==> src/design/rspd_pkg.sv <==
// shared types, codes and helpers for the packet deframer
`timescale 1ns / 1ps
`default_nettype none

package rspd_pkg;

   localparam int LENGTH_BITS_DEFAULT = 16;
   localparam int DATA_LENGTH_BITS    = 16;
   localparam int QS_LEN              = 10;

   localparam logic [7:0] CHAR_START    = 8'h24;  // '$'
   localparam logic [7:0] CHAR_END      = 8'h23;  // '#'
   localparam logic [7:0] CHAR_READ     = 8'h67;  // 'g'
   localparam logic [7:0] CHAR_WRITE    = 8'h47;  // 'G'

   typedef enum logic [1:0] {
      PHASE_IDLE = 2'd0,
      PHASE_DATA = 2'd1,
      PHASE_HIGH = 2'd2,
      PHASE_LOW  = 2'd3
   } phase_type;

   typedef enum logic [1:0] {
      STATUS_OK       = 2'd0,
      STATUS_MISMATCH = 2'd1,
      STATUS_NON_HEX  = 2'd2
   } status_type;

   typedef enum logic [2:0] {
      CMD_EMPTY     = 3'd0,
      CMD_READ_REGS = 3'd1,
      CMD_WRITE_REGS = 3'd2,
      CMD_QUERY_SUP = 3'd3,
      CMD_UNKNOWN   = 3'd4
   } command_type;

   typedef struct packed {
      logic       ok;
      logic [3:0] value;
   } hex_type;

   // bit 0 "g", bit 1 "G", bit 2 "qSupported"
   localparam logic [2:0] MATCH_ALL = 3'b111;

   function automatic hex_type hex_decode(input logic [7:0] c);
      hex_type r;
      r.ok    = 1'b1;
      r.value = 4'd0;
      if (c >= 8'h30 && c <= 8'h39) begin
         r.value = 4'(c - 8'h30);
      end else if (c >= 8'h61 && c <= 8'h66) begin
         r.value = 4'(c - 8'h57);
      end else if (c >= 8'h41 && c <= 8'h46) begin
         r.value = 4'(c - 8'h37);
      end else begin
         r.ok = 1'b0;
      end
      return r;
   endfunction

   function automatic logic [7:0] qs_char(input logic [3:0] idx);
      logic [7:0] c;
      case (idx)
         4'd0: c = 8'h71;  // q
         4'd1: c = 8'h53;  // S
         4'd2: c = 8'h75;  // u
         4'd3: c = 8'h70;  // p
         4'd4: c = 8'h70;  // p
         4'd5: c = 8'h6f;  // o
         4'd6: c = 8'h72;  // r
         4'd7: c = 8'h74;  // t
         4'd8: c = 8'h65;  // e
         4'd9: c = 8'h64;  // d
         default: c = 8'h00;
      endcase
      return c;
   endfunction

endpackage

`default_nettype wire

==> src/design/rsp_packet_deframer.sv <==
// remote serial protocol packet deframer, top level
// Bytes enter on the req_ channel, one per transfer; the block hunts for '$',
// then counts and sums data bytes until '#', then reads two hex checksum
// digits. On the transfer of the second digit it loads one result into the
// rsp_ output register: checksum status, command code, data length
// (saturating) and the modulo 256 sum. All other bytes give no result.
// rsp_valid rises in the cycle after the last checksum byte. One byte is
// taken every cycle while req_ready is high; per-byte state is updated in
// a single pass of logic. req_ready drops only while a result sits in the
// output register, rsp_ready is low and the next byte is a second checksum
// digit; other bytes keep flowing while the receiver stalls.
// csr_write_enable/csr_write_data set check_enable (1 after reset); when 0
// every packet reports ok status. Synchronous reset returns the block to
// hunting for '$' with an empty output register.
`timescale 1ns / 1ps
`default_nettype none

module rsp_packet_deframer #(
   parameter int LENGTH_BITS = rspd_pkg::LENGTH_BITS_DEFAULT
) (
   input  wire logic        clock,
   input  wire logic        reset,
   input  wire logic        csr_write_enable,
   input  wire logic        csr_write_data,
   input  wire logic        req_valid,
   output logic             req_ready,
   input  wire logic [7:0]  req_rx_byte,
   output logic             rsp_valid,
   input  wire logic        rsp_ready,
   output logic [1:0]       rsp_status,
   output logic [2:0]       rsp_command,
   output logic [15:0]      rsp_data_length,
   output logic [7:0]       rsp_computed_sum
);

   localparam logic [LENGTH_BITS-1:0] COUNT_MAX = '1;
   localparam logic [LENGTH_BITS-1:0] QS_COUNT  = LENGTH_BITS'(rspd_pkg::QS_LEN);

   rspd_pkg::phase_type   phase_ff, phase_in;
   logic [7:0]            sum_ff, sum_in;
   logic [3:0]            high_digit_ff, high_digit_in;
   logic                  high_bad_ff, high_bad_in;
   logic [LENGTH_BITS-1:0] count_ff, count_in;
   logic [2:0]            match_ff, match_in;
   logic                  check_enable_ff;

   logic                  rsp_valid_ff, rsp_valid_in;
   rspd_pkg::status_type  status_ff, status_in;
   rspd_pkg::command_type command_ff, command_in;
   logic [15:0]           length_ff, length_in;
   logic [7:0]            rsum_ff, rsum_in;
   logic                  load_result;

   logic                  xfer;
   logic [15:0]           length_sat;
   rspd_pkg::hex_type     digit;

   assign req_ready = !rsp_valid_ff || rsp_ready || (phase_ff != rspd_pkg::PHASE_LOW);
   assign xfer      = req_valid && req_ready;
   assign digit     = rspd_pkg::hex_decode(req_rx_byte);

   generate
      if (LENGTH_BITS > 16) begin : g_sat
         assign length_sat = (|count_ff[LENGTH_BITS-1:16]) ? 16'hffff : count_ff[15:0];
      end else begin : g_ext
         assign length_sat = 16'(count_ff);
      end
   endgenerate

   always_comb begin
      phase_in      = phase_ff;
      sum_in        = sum_ff;
      high_digit_in = high_digit_ff;
      high_bad_in   = high_bad_ff;
      count_in      = count_ff;
      match_in      = match_ff;
      load_result   = 1'b0;
      status_in     = rspd_pkg::STATUS_OK;
      command_in    = rspd_pkg::CMD_UNKNOWN;
      length_in     = length_sat;
      rsum_in       = sum_ff;
      if (xfer) begin
         case (phase_ff)
            rspd_pkg::PHASE_IDLE: begin
               if (req_rx_byte == rspd_pkg::CHAR_START) begin
                  phase_in      = rspd_pkg::PHASE_DATA;
                  sum_in        = '0;
                  high_digit_in = '0;
                  high_bad_in   = 1'b0;
                  count_in      = '0;
                  match_in      = rspd_pkg::MATCH_ALL;
               end
            end
            rspd_pkg::PHASE_DATA: begin
               if (req_rx_byte == rspd_pkg::CHAR_END) begin
                  phase_in = rspd_pkg::PHASE_HIGH;
               end else begin
                  if (count_ff == '0) begin
                     if (req_rx_byte != rspd_pkg::CHAR_READ) match_in[0] = 1'b0;
                     if (req_rx_byte != rspd_pkg::CHAR_WRITE) match_in[1] = 1'b0;
                  end
                  if (count_ff < QS_COUNT &&
                      req_rx_byte != rspd_pkg::qs_char(count_ff[3:0])) begin
                     match_in[2] = 1'b0;
                  end
                  sum_in = sum_ff + req_rx_byte;
                  if (count_ff != COUNT_MAX) count_in = count_ff + 1'b1;
               end
            end
            rspd_pkg::PHASE_HIGH: begin
               high_digit_in = digit.value;
               high_bad_in   = !digit.ok;
               phase_in      = rspd_pkg::PHASE_LOW;
            end
            default: begin
               load_result = 1'b1;
               if (!check_enable_ff) begin
                  status_in = rspd_pkg::STATUS_OK;
               end else if (high_bad_ff || !digit.ok) begin
                  status_in = rspd_pkg::STATUS_NON_HEX;
               end else if ({high_digit_ff, digit.value} != sum_ff) begin
                  status_in = rspd_pkg::STATUS_MISMATCH;
               end else begin
                  status_in = rspd_pkg::STATUS_OK;
               end
               if (count_ff == '0) command_in = rspd_pkg::CMD_EMPTY;
               else if (match_ff[0]) command_in = rspd_pkg::CMD_READ_REGS;
               else if (match_ff[1]) command_in = rspd_pkg::CMD_WRITE_REGS;
               else if (match_ff[2]) command_in = rspd_pkg::CMD_QUERY_SUP;
               else command_in = rspd_pkg::CMD_UNKNOWN;
               phase_in      = rspd_pkg::PHASE_IDLE;
               sum_in        = '0;
               high_digit_in = '0;
               high_bad_in   = 1'b0;
               count_in      = '0;
               match_in      = rspd_pkg::MATCH_ALL;
            end
         endcase
      end
      rsp_valid_in = load_result || (rsp_valid_ff && !rsp_ready);
   end

   always_ff @(posedge clock) begin
      if (reset) begin
         phase_ff        <= rspd_pkg::PHASE_IDLE;
         sum_ff          <= '0;
         high_digit_ff   <= '0;
         high_bad_ff     <= 1'b0;
         count_ff        <= '0;
         match_ff        <= rspd_pkg::MATCH_ALL;
         check_enable_ff <= 1'b1;
         rsp_valid_ff    <= 1'b0;
      end else begin
         phase_ff      <= phase_in;
         sum_ff        <= sum_in;
         high_digit_ff <= high_digit_in;
         high_bad_ff   <= high_bad_in;
         count_ff      <= count_in;
         match_ff      <= match_in;
         rsp_valid_ff  <= rsp_valid_in;
         if (csr_write_enable) check_enable_ff <= csr_write_data;
      end
   end

   // result payload
   always_ff @(posedge clock) begin
      if (load_result) begin
         status_ff  <= status_in;
         command_ff <= command_in;
         length_ff  <= length_in;
         rsum_ff    <= rsum_in;
      end
   end

   assign rsp_valid        = rsp_valid_ff;
   assign rsp_status       = status_ff;
   assign rsp_command      = command_ff;
   assign rsp_data_length  = length_ff;
   assign rsp_computed_sum = rsum_ff;

endmodule

`default_nettype wire
==> config.mk <==
export PLATFORM = sky130hd
export DESIGN_NAME = rsp_packet_deframer
export DESIGN_NICKNAME = d
export VERILOG_FILES = /design/src/design/rspd_pkg.sv /design/src/design/rsp_packet_deframer.sv
export SDC_FILE = /design/constraint.sdc
export NUM_CORES = 1
export LEC_CHECK = 0
export ABC_CLOCK_PERIOD_IN_PS = 3850
export BUFFER_PORTS_ARGS = -buffer_cell sky130_fd_sc_hd__buf_4
export CORE_UTILIZATION = 49
export DETAILED_ROUTE_END_ITERATION = 8
export PLACE_DENSITY = 0.69
export SLEW_MARGIN = 20
export SYNTH_ARGS = -nofsm -noshare
export SYNTH_HDL_FRONTEND = slang
export SYNTH_SLANG_ARGS = --single-unit
==> constraint.sdc <==
create_clock -name clock -period 3.85 [get_ports clock]
set_input_delay 0.9625 -clock clock [delete_from_list [all_inputs] [get_ports clock]]
set_output_delay 0.9625 -clock clock [all_outputs]
set_load 0.02 [all_outputs]
; ---- Yosys cells after proc, flatten, opt, wreduce, memory -nomap -nowiden
; Memory sizes are Yosys's and may differ from the RTL's. A register that Yosys moved wholly into a read port is not among the register bits.
; Index checks and enable logic that the tools add are counted.
[word_totals]
latchBits = 0
inputBits = 14
rom_bits = 112
ramBits = 0
memories = 1
register_bits = 65
[memory_table]
columns = memory, depth, word_bits, rd, rd_ports_with_merged_regs, wr, line_no
row1 = (no name shown), 16, 7, 1, 1, 0, rspd_pkg.sv:63  ; case (idx)
[classes]
mux = 40
div = 0
n_reduce_logical = 28
n_mul = 0
n_lt_le_gt_ge = 7
n_shift = 0
n_eq_ne = 18
n_addsub = 5
bitwise = 4
[op_table]
columns = op, n
row1 = 2-to-1 mux 16 bit, 3
row2 = case mux 16 bit (3 select lines), 1
row3 = 2-to-1 mux 8 bit, 5
row4 = 2-to-1 mux 4 bit, 6
row5 = case mux 8 bit (3 select lines), 1
row6 = 2-to-1 mux 3 bit, 6
row7 = inequality test 2 bit (second input constant), 9
row8 = adder 16 x 1 -> 16 bit (second input constant), 1
row9 = == test 8 x 6 -> 1 bit (second input constant), 2
row10 = greater-or-equal comparator 8 x 7 -> 1 bit (second input constant), 2
row11 = <= comparator 8 x 7 -> 1 bit (second input constant), 2
row12 = logical NOT 16 bit, 1
row13 = < comparator 16 x 4 -> 1 bit (second input constant), 1
row14 = inequality test 16 bit (second input constant), 1
row15 = inequality test 8 x 7 -> 1 bit (second input constant), 2
row16 = inequality test 8 bit, 2
row17 = case mux 4 bit (3 select lines), 1
row18 = AND reduction 6 bit, 2
row19 = OR reduction 6 bit, 2
row20 = 2-to-1 mux 1 bit, 10
row21 = AND reduction 5 bit, 2
row22 = OR reduction 5 bit, 2
row23 = case mux 3 bit (3 select lines), 1
row24 = adder 8 bit, 1
row25 = other kinds (18), 36

; ---- Logic depth before layout (Yosys ltp)
; Gate-level depths: netlist (run 1).
[depth]
depth_word = 10
ltp_mapped = 12

; ---- Least setup slack after synthesis (run 1)
; OpenSTA, ideal clock, no wires.
[synth_timing]
path_type = input port to flip-flop
start = input port req_rx_byte[0]
end = register (tool-made name)
t_arrival_ps = 3290
required_time_ps = 3736
cell_stages = 12
slack_ps = 446
setup_ps = 114
path_cell_list = clkbuf_1 > inv_1 > ha_1 > a41oi_2 > or2_1 > nor2_1 > mux2_2 > nor2_1 > inv_1 > ha_1 > a32o_1 > a21o_1
[synth_rtl]
columns = item, line_no
row1 = "start, declared", rsp_packet_deframer.sv:27  ; input wire logic [7:0] req_rx_byte,

==> results.yml, run 1 <==
run_status:
  outcome: "complete, no violations"
yosys:
  ys_types: 54
  synth-seq-area-share: 0.4784
  synth-edff-count: 29
  synth-compound-area-share: 0.1193
  synthesis.nets: 396
  synth.area.top_cells: "edfxtp_1 (24%), dfxtp_1 (24%), ha_1 (6.9%)"
  synthSimpleGateAreaFrac: 0.1918
  syn_area_per_cell_sq_um: 10.03
  yosysTopAreaCellShare: 0.2406
  netlist_instances: 361
  synth_adder_area_share: 0.07466
  synthMuxAreaShare: 0.02074
  mappedNetlistArea_sq_um: 3620
  synthXorXnorAreaFrac: 0.08227
  synth_top_family_by_area: "simple AND/OR/NAND/NOR gates"
  synth_top_cell_by_area: "edfxtp_1"
  synth-seq-cells: 72
  yosys_warnings: 0
  synthFlopType: "dfxtp_1"
  async_reset_ff_frac: 0
timing:
  final.min_clock_period_ns: 3.232
  finalHoldViolations: 0
  slew_violations: 0
  setup_ws_ns: 0.6176
  worst_slew_pin_slew_ns: 0.6973
  rsz0062_at_grt: "false"
  slew_headroom: 0.5352
  fin_worst_skew_ns: 0.007536
  fin_crit_sh: 0.8396
  setup_viol: 0
  tns_ns: 0
  holdWs_ns: 0.4604
  max_clock_freq_mhz: 309.4
clock_network:
  cts_resized: 0
  postCtsSetupRepairBufs: 0
  path_clk_slew_ns: 0.08
  h-tree-depth: 3
  cts_tree: "built"
  cts_made_buffers: 9
  postCtsHoldBufs: 0
  cts_root_buf: "clkbuf_8"
  clock-sinks: 72
  clock_latency_ns: 0.34
  clock_path_buffers: 2
power:
  p_per_area_nw_per_um2: 341.9
  peakVddDrop_mv: 0.2520
  power_leakage_nw: 1.579
  finalPower_mw: 1.461
routing:
  drt_iter0_drc: 139
  drc: 0
  routed_via_density: 5.479
  final_antenna_net_count: 0
  num_vias: 2805
  drt-total-wl_microns: 7892
  firstDrtPassIters: 4
  avgRoutedWirePerCell_microns: 15.41
critical_path:
  rrSetupSlack_ns: 0.67
  crit_chain: "buf_4 > ha_1 > nand4b_1 > o2111ai_2 > or2_1 > nor2_1 > mux2_2 > nor2_1 > inv_1 > ha_1 > a32o_1 > a21o_1"
  cp.required_ns: 4.08
  critPathKind: "in2reg"
  crit_fanout: 13
  cp-end-kind: "flop"
  cp_slowest_cell: "mux2_2"
  critPathMaxStageDelay_ns: 0.42
  start_kind: "primary input"
  worstRegToRegCells: 12
  r2r_start: "phase_ff[1]$_SDFFE_PP0P_"
  cp.arrival_ns: 3.46
place:
  hpwl_microns: 5775
  gp_congestion: 0.8855
  port_buffers: 44
  dp_slack_ns: 0.2812
floorplan:
  rows: 30
  initial_core_util: 0.5185
  io-pin-count: 45
  fp.dieW_microns: 87.95
  die_area_sq_um: 7735
  die_h_microns: 87.95
  core_sq_um: 6982
global_route:
  grt_pass1_wl_microns: 12910
  overflow: 0
  antenna_found_initial: 0
  grt_max_degree: 30
  track_usage: 0.2221
  grt_pass1_vias: 2602
final_layout:
  antenna_cells: 0
  nFillCells: 599
  syn_to_final_growth_pct: 18.04
  layout-drive-gt1-share: 0.1875
  nets: 446
  final_util: 0.6120
job:
  drv_cap: 0
hold_path:
  min_to: "high_bad_ff$_SDFFE_PP0P_"
  hp-start: "high_bad_ff$_SDFFE_PP0P_"
  hold_class: "reg2reg"
  hold_path_depth: 2
## how the worst max path moves through the flow
stage,from,endpoint,slack [ns]
floorplan,req_rx_byte[0],flop,0.45
detailed placement,req_rx_byte[0],flop,0.28
CTS,req_rx_byte[0],flop,0.64
finish,req_rx_byte[0],flop,0.62
global placement,req_rx_byte[0],flop,0.36
global route,req_rx_byte[0],flop,0.41
## synthesized netlist by cell type, drive strengths merged (6+ instances only)
library cell and number:
a21o 6, a21oi 20, and3 7, clkbuf 9
dfxtp 43, edfxtp 29, ha 20, inv 17
nand2 26, nand3 19, nand4 8, nor2 35
nor3 10, nor4 10, o21ai 14, xnor2 11
xor2 23
## cells in the final DEF, fill, tap and decap left out, types with 4 or more instances in the layout
cell type / Yosys / final
nand2_1: 26 / 26
a21o_1: 6 / 6
o41ai_1: 4 / 4
nor3_1: 8 / 8
nand4_1: 8 / 8
edfxtp_1: 29 / 29
xnor2_1: 11 / 11
ha_1: 20 / 20
inv_1: 17 / 17
xor2_1: 23 / 23
nor2b_1: 4 / 4
and3_1: 7 / 7
nor4_1: 9 / 9
buf_4: 0 / 51
a21oi_1: 20 / 20
dfxtp_1: 43 / 43
nand3_1: 19 / 19
clkbuf_8: 0 / 10
o21ai_0: 13 / 13
nor2_1: 35 / 35
## critical path, delay by kind of cell
family          cells  cell delay, ns
compound gates      3            0.52
fa+ha+maj           2            0.47
buf+inv             2            0.26
mux                 1            0.42
simple gates        4            0.83
## cell families (layout without fill, tap and decap cells)
logic type | Yosys count | in the layout
simple gates | 136 | 136
buf+inv | 29 | 84
flops | 72 | 72
mux | 6 | 6
xor+xnor | 34 | 34
compound gates | 63 | 63
fa+ha+maj | 21 | 21
## registers in the layout (all words and copies together) (netlist names), named ones only
name / flops
rsp_status: 2
rsp_valid: 1
phase_ff: 2
rsp_command: 3
rsp_computed_sum: 8
rsp_data_length: 16
rsum_in: 8
count_ff: 16
check_enable_ff: 1
high_digit_ff: 4
match_ff: 3
high_bad_ff: 1
## metal layers
metal	up-vias	wire length, microns	track usage
li1	1400	-	-
met1	1308	3908	0.3310
met2	92	3458	0.3305
met3	5	453	0.04241
met4	0	72	0.05514
met5	-	0	0
## metrics by stage
stage | cells | area [sq um]
final | 512 | 4273
after global routing | 512 | 4273
after CTS | 512 | 4273
after detailed placement | 496 | 4068
after global placement | 496 | 4068
after floorplan | 361 | 3620
## power by group
part | internal, mW | switching (mW) | leakage [nW]
sequential | 0.787 | 0.000771 | 0.565
clock | 0.319 | 0.290 | 0.101
combinational | 0.0255 | 0.0385 | 0.914
total | 1.13 | 0.329 | 1.58
## final cells by class
| cell class | instances | area (sq um) | share of cell area |
|---|---|---|---|
| Sequential cell | 72 | 1732 | 0.4053 |
| Multi-Input combinational cell | 260 | 1769 | 0.4141 |
| Tap cell | 96 | 120.1 | 0.02811 |
| Timing Repair Buffer | 51 | 382.9 | 0.08960 |
| Clock buffer | 10 | 137.6 | 0.03221 |
| Inverter | 17 | 63.81 | 0.01493 |
| Clock inverter | 6 | 67.56 | 0.01581 |
Power figures use the tool's default switching activity.
==> run 2, diff against run 1 <==
ABC_AREA = 1   (was unset)
ABC_CLOCK_PERIOD_IN_PS = 3200   (was 3850)
clock period = 3.2 ns   (was 3.85 ns; I/O delays follow)
==> run 2 against run 1 <==
- final cell count grew 26%
- critical path depth rose by 5
- die area up 6.9%
- hold slack worse by 0.0040 ns
- clock skew rose by 0.0048 ns
- global-route usage down 0.74 points
- largest power group unchanged
==> results.yml, run 2 <==
routing:
  final_antenna_net_count: 0
  drt_iter0_drc: 261
  avgRoutedWirePerCell_microns: 13.05
  routed_via_density: 5.138
  num_vias: 3304
  drc: 0
  drt-total-wl_microns: 8391
  firstDrtPassIters: 5
critical_path:
  cp.arrival_ns: 2.85
  worstRegToRegCells: 15
  crit_fanout: 9
  critPathKind: "in2reg"
  r2r_start: "count_ff[0]$_SDFFE_PP0N_"
  crit_cells: 17
  critPathMaxStageDelay_ns: 0.27
  cp.required_ns: 3.45
  start_kind: "primary input"
  crit_chain: "buf_4 > inv_1 > ha_1 > inv_1 > nor2_1 > nand2_1 > nand2_1 > nand2_2 > nor2_8 > nand3_1 > nand2_4 > inv_4 > nor2_1 > inv_1 > ha_1 > o21ai_0 > nor2_1"
  cp_slowest_cell: "ha_1"
  critical-path-top-delay-family: "simple AND/OR/NAND/NOR gates"
  cp_num_buf_inv: 5
  cp-end-kind: "flop"
  rrSetupSlack_ns: 0.61
timing:
  setup_viol: 0
  slew_violations: 0
  max_clock_freq_mhz: 385.4
  tns_ns: 0
  rsz0062_at_grt: "false"
  worst_slew_pin_slew_ns: 0.5298
  slew_headroom: 0.6431
  fin_worst_skew_ns: 0.01230
  setup_ws_ns: 0.6051
  final.min_clock_period_ns: 2.595
  fin_crit_sh: 0.8109
  finalHoldViolations: 0
run_status:
  outcome: "complete, no violations"
clock_network:
  cts_made_buffers: 9
  clock_latency_ns: 0.36
  path_clk_slew_ns: 0.08
  postCtsHoldBufs: 0
  cts_resized: 0
  postCtsSetupRepairBufs: 0
  h-tree-depth: 3
  clock-sinks: 72
  cts_tree: "built"
  clock_path_buffers: 2
  cts_root_buf: "clkbuf_8"
hold_path:
  hold_class: "reg2reg"
  hp-start: "match_ff[0]$_SDFFE_PP1P_"
  min_to: "match_ff[0]$_SDFFE_PP1P_"
  hold_path_depth: 2
floorplan:
  rows: 32
  initial_core_util: 0.5042
  die_area_sq_um: 8270
  io-pin-count: 45
  die_h_microns: 90.94
  core_sq_um: 7687
  fp.dieW_microns: 90.94
power:
  p_int_mw: 1.381
  swShare: 0.2661
  peakVddDrop_mv: 0.2358
  pwr-share-seq: 0.512
  clkPwrFrac: 0.394
  p_per_area_nw_per_um2: 415.0
  p_comb_frac: 0.094
  power_leakage_nw: 2.038
  p_sw_uw: 500.8
job:
  drv_cap: 0
place:
  dp_slack_ns: 0.2453
  hpwl_microns: 6213
  gp_congestion: 0.8925
  dp.cells: 627
  port_buffers: 44
yosys:
  synth_top_cell_by_area: "edfxtp_1"
  synth_most_common_cell: "nand2_1"
  synthesis.nets: 519
  mappedNetlistArea_sq_um: 3876
  ys_types: 35
  synth.area.top_cells: "edfxtp_1 (22%), dfxtp_1 (22%), nand2_1 (10%)"
  synth-seq-area-share: 0.4467
  async_reset_ff_frac: 0
  yosys_warnings: 0
  synth-seq-cells: 72
  synth-edff-count: 29
  yosysTopAreaCellShare: 0.2247
  synthTopCellsByCount: "nand2_1 (108), inv_1 (55), nor2_1 (50)"
  synthFlopType: "dfxtp_1"
  netlist_instances: 484
  syn_area_per_cell_sq_um: 8.009
final_layout:
  syn_to_final_growth_pct: 16.98
  nets: 571
  final_cells: 643
  seqCellArea_sq_um: 1732
  layout-drive-gt1-share: 0.1738
  final_cell_mix: "nand2_1 (108), inv_1 (55), nor2_1 (50)"
  nFillCells: 723
  multiInputGateArea_sq_um: 1863
  final_common_cell: "nand2_1"
  antenna_cells: 0
global_route:
  grt_pass1_wl_microns: 14010
  grt_max_degree: 25
  track_usage: 0.2146
  grt_pass1_vias: 2981
  overflow: 0
  antenna_found_initial: 0
run 2: area by class of cell:
cell class,count,area share
Timing Repair Buffer,46,0.07892
Clock inverter,7,0.01766
Clock buffer,9,0.02732
Tap cell,102,0.02815
Inverter,66,0.05519
Multi-Input combinational cell,341,0.4109
Sequential cell,72,0.3819
run 2: cell families (layout without fill, tap and decap cells):
group,count (synthesis),after routing,share of synthesized area
and+or+nand+nor,253,253,0.3037
xor gates and xnor gates,18,18,0.04067
buffers and inverters,71,128,0.07263
adders and majority gates,21,21,0.06972
AOI/OAI and AO/OA,49,49,0.06650
DFF,72,72,0.4467
run 2: per-stage QoR:
stage | power [mW] | cell area (sq um) | util | hold WS (ns)
2_1_floorplan | 1.102 | 3876 | - | 0.4095
3_3_place_gp | 1.155 | 4330 | 0.5633 | 0.4351
3_5_place_dp | 1.158 | 4330 | 0.5633 | 0.4447
4_1_cts | 1.895 | 4534 | 0.5898 | 0.4586
5_1_grt | 1.956 | 4534 | 0.5898 | 0.4904
6_report | 1.882 | 4534 | 0.5898 | 0.4564
run 2: routing by layer:
metal	wire length, microns	part of all wire	track usage
met1	4167	0.50	0.3003
met2	3697	0.44	0.3333
met3	424	0.051	0.03099
met4	102	0.012	0.08862
met5	0	0	0
run 2: worst max-delay path by stage:
stage	startpoint	end
finish	req_rx_byte[1]	flop
global route	req_rx_byte[1]	flop
CTS	req_rx_byte[1]	flop
detailed placement	req_rx_byte[1]	flop
global placement	req_rx_byte[1]	flop
floorplan	rsp_ready	flop
run 2: tightest hold or removal path: cells and delay by family (launching register included):
kind,cells,cell delay (ns)
simple gates,2,0.10
flops,1,0.32
run 2: power groups by stage:
stage	logic [mW]	registers, mW	clock network, mW
final	0.177	0.963	0.742
after global routing	0.200	0.964	0.792
after CTS	0.175	0.962	0.757
after detailed placement	0.175	0.984	0
after global placement	0.171	0.983	0
after floorplan	0.120	0.983	0
==> run 3, diff against run 2 <==
ABC_CLOCK_PERIOD_IN_PS = 2300   (was 3200)
PLACE_DENSITY = 0.71   (was 0.69)
clock period = 2.3 ns   (was 3.2 ns; I/O delays follow)
==> run 3 against run 2 <==
- non-clock buffer count is 38 higher
- design area is 6.5% higher
- routed wire length is 2.9% higher
- critical path type unchanged
- sequential power is 39% higher
- clock skew is 0.0038 ns lower
- final cell count is 5.9% higher
- hold slack worse by 0.050 ns
- register-to-register slack worse by 0.41 ns
- power is 40% higher
- highest routed layer unchanged
- critical path depth is 3 lower
- flip-flop and latch count stayed put
- sequential share of layout area is 2.3 points lower
==> results.yml, run 3 (synthesis gave the netlist of run 2 again) <==
critical_path:
  critPathMaxStageDelay_ns: 0.20
  cp_slowest_cell: "ha_1"
  start_kind: "primary input"
  crit_chain: "buf_4 > buf_4 > ha_1 > o21ai_0 > nand2_1 > nand2_1 > buf_4 > nand2_1 > o21ai_1 > nand2_1 > nand2_1 > nand4_1 > nor2_1 > nor2_1"
  crit_top_cell: "nand2_1"
  cp-end-kind: "flop"
  crit_fanout: 5
  rrSetupSlack_ns: 0.20
  cp.arrival_ns: 2.24
  critPathKind: "in2reg"
  cp.required_ns: 2.41
timing:
  rsz0062_at_grt: "false"
  max_clock_freq_mhz: 468.3
  finalHoldViolations: 0
  slew_violations: 0
  worst_slew_pin_slew_ns: 0.3937
  final.min_clock_period_ns: 2.135
  setup_viol: 0
  fin_crit_sh: 0.9284
  slew_headroom: 0.7351
  fin_worst_skew_ns: 0.008458
floorplan:
  die_area_sq_um: 8270
  core_sq_um: 7687
  rows: 32
  initial_core_util: 0.5042
  io-pin-count: 45
  fp.dieW_microns: 90.94
  die_h_microns: 90.94
final_layout:
  final_common_cell: "nand2_1"
  stdcell_area_sq_um: 4827
  syn_to_final_growth_pct: 24.53
  final_cell_mix: "nand2_1 (106), buf_4 (84), inv_1 (54)"
  antenna_cells: 0
  nets: 609
  layout-drive-gt1-share: 0.2366
  final_cells: 681
place:
  gp_congestion: 0.9298
  port_buffers: 44
  hpwl_microns: 6421
  dp.cells: 665
  placed_area_sq_um: 4608
global_route:
  grt_pass1_wl_microns: 14390
  grt_max_degree: 31
  grt_pass1_vias: 3062
  overflow: 0
  antenna_found_initial: 0
  track_usage: 0.2215
run_status:
  outcome: "complete, no violations"
power:
  power_leakage_nw: 2.220
  p_per_area_nw_per_um2: 546.7
  peakVddDrop_mv: 0.2589
routing:
  drt-total-wl_microns: 8635
  firstDrtPassIters: 5
  drc: 0
  routed_via_density: 5.087
  avgRoutedWirePerCell_microns: 12.68
  num_vias: 3464
  drt_iter0_drc: 185
  final_antenna_net_count: 0
hold_path:
  hold_class: "in2reg"
job:
  drv_cap: 0
clock_network:
  clock_path_buffers: 2
  postCtsHoldBufs: 0
  h-tree-depth: 3
  path_clk_slew_ns: 0.07
  cts_root_buf: "clkbuf_8"
  cts_made_buffers: 9
  clock_latency_ns: 0.36
  cts_tree: "built"
  clock-sinks: 72
run 3: changes by cell type in the layout (fill, tap and decap cells not counted), sizes merged:
| cell | change |
|---|---|
| clkbuf | +2 |
| clkinv | +1 |
| inv | -2 |
| clkinvlp | -1 |
| buf | +38 |
run 3: worst paths after layout:
kind / startpoint / to / cells after the start
setup / recovery: req_rx_byte[0] / rsp_status[0]$_SDFFCE_PP0P_ / 14
hold / removal: csr_write_enable / check_enable_ff$_SDFFE_PP1P_ / 2
setup reg to reg: phase_ff[0]$_SDFFE_PP0P_ / flop / 14
hold reg to reg: match_ff[1]$_SDFFE_PP1P_ / match_ff[1]$_SDFFE_PP1P_ / 2
run 3: area by class of cell:
cell class              instances  area (sq um)
inverters                      66         250.2
fillers                       661          2860
repair buffers                 84         630.6
clock buffers                  11         141.4
multi-input cells             341          1888
well taps                     102         127.6
flip-flops and latches         72          1732
clock inverters                 5         57.56
run 3: stage by stage:
stage	worst slack, ns	hold slack (ns)	utilization	setup TNS, ns	power (mW)
floorplan	0.01804	0.4095	-	0	1.534
global placement	-0.1157	0.4386	0.5994	-0.3725	1.655
detailed placement	-0.1784	0.4528	0.5994	-0.7638	1.661
CTS	0.09226	0.4008	0.6253	0	2.656
global route	0.001914	0.4073	0.6279	0	2.760
finish	0.1647	0.4061	0.6279	0	2.639
run 3: per-layer routing:
layer,up-vias,part of all wire,global-route usage
li1,1770,-,-
met2,87,0.45,0.3428
met3,8,0.044,0.05611
met5,-,0,0
met4,0,0.011,0.05556
met1,1599,0.49,0.3101
run 3: where the power goes:
group          internal [mW]  switching [mW]  total [mW]
sequential              1.33         0.00925        1.34
combinational          0.120           0.178       0.298
clock                  0.530           0.471        1.00
total                   1.98           0.659        2.64
run 3: critical path: cells and delay by family:
kind | cells | cell delay, ns
compound gates | 2 | 0.32
simple gates | 8 | 0.75
buf+inv | 3 | 0.39
fa+ha+maj | 1 | 0.20
run 3: repair_timing:
item                                    4_1_cts  5_1_grt
gates resized for setup                       0        8
setup buffers                                 0        0
endpoints found under the setup margin        0        6
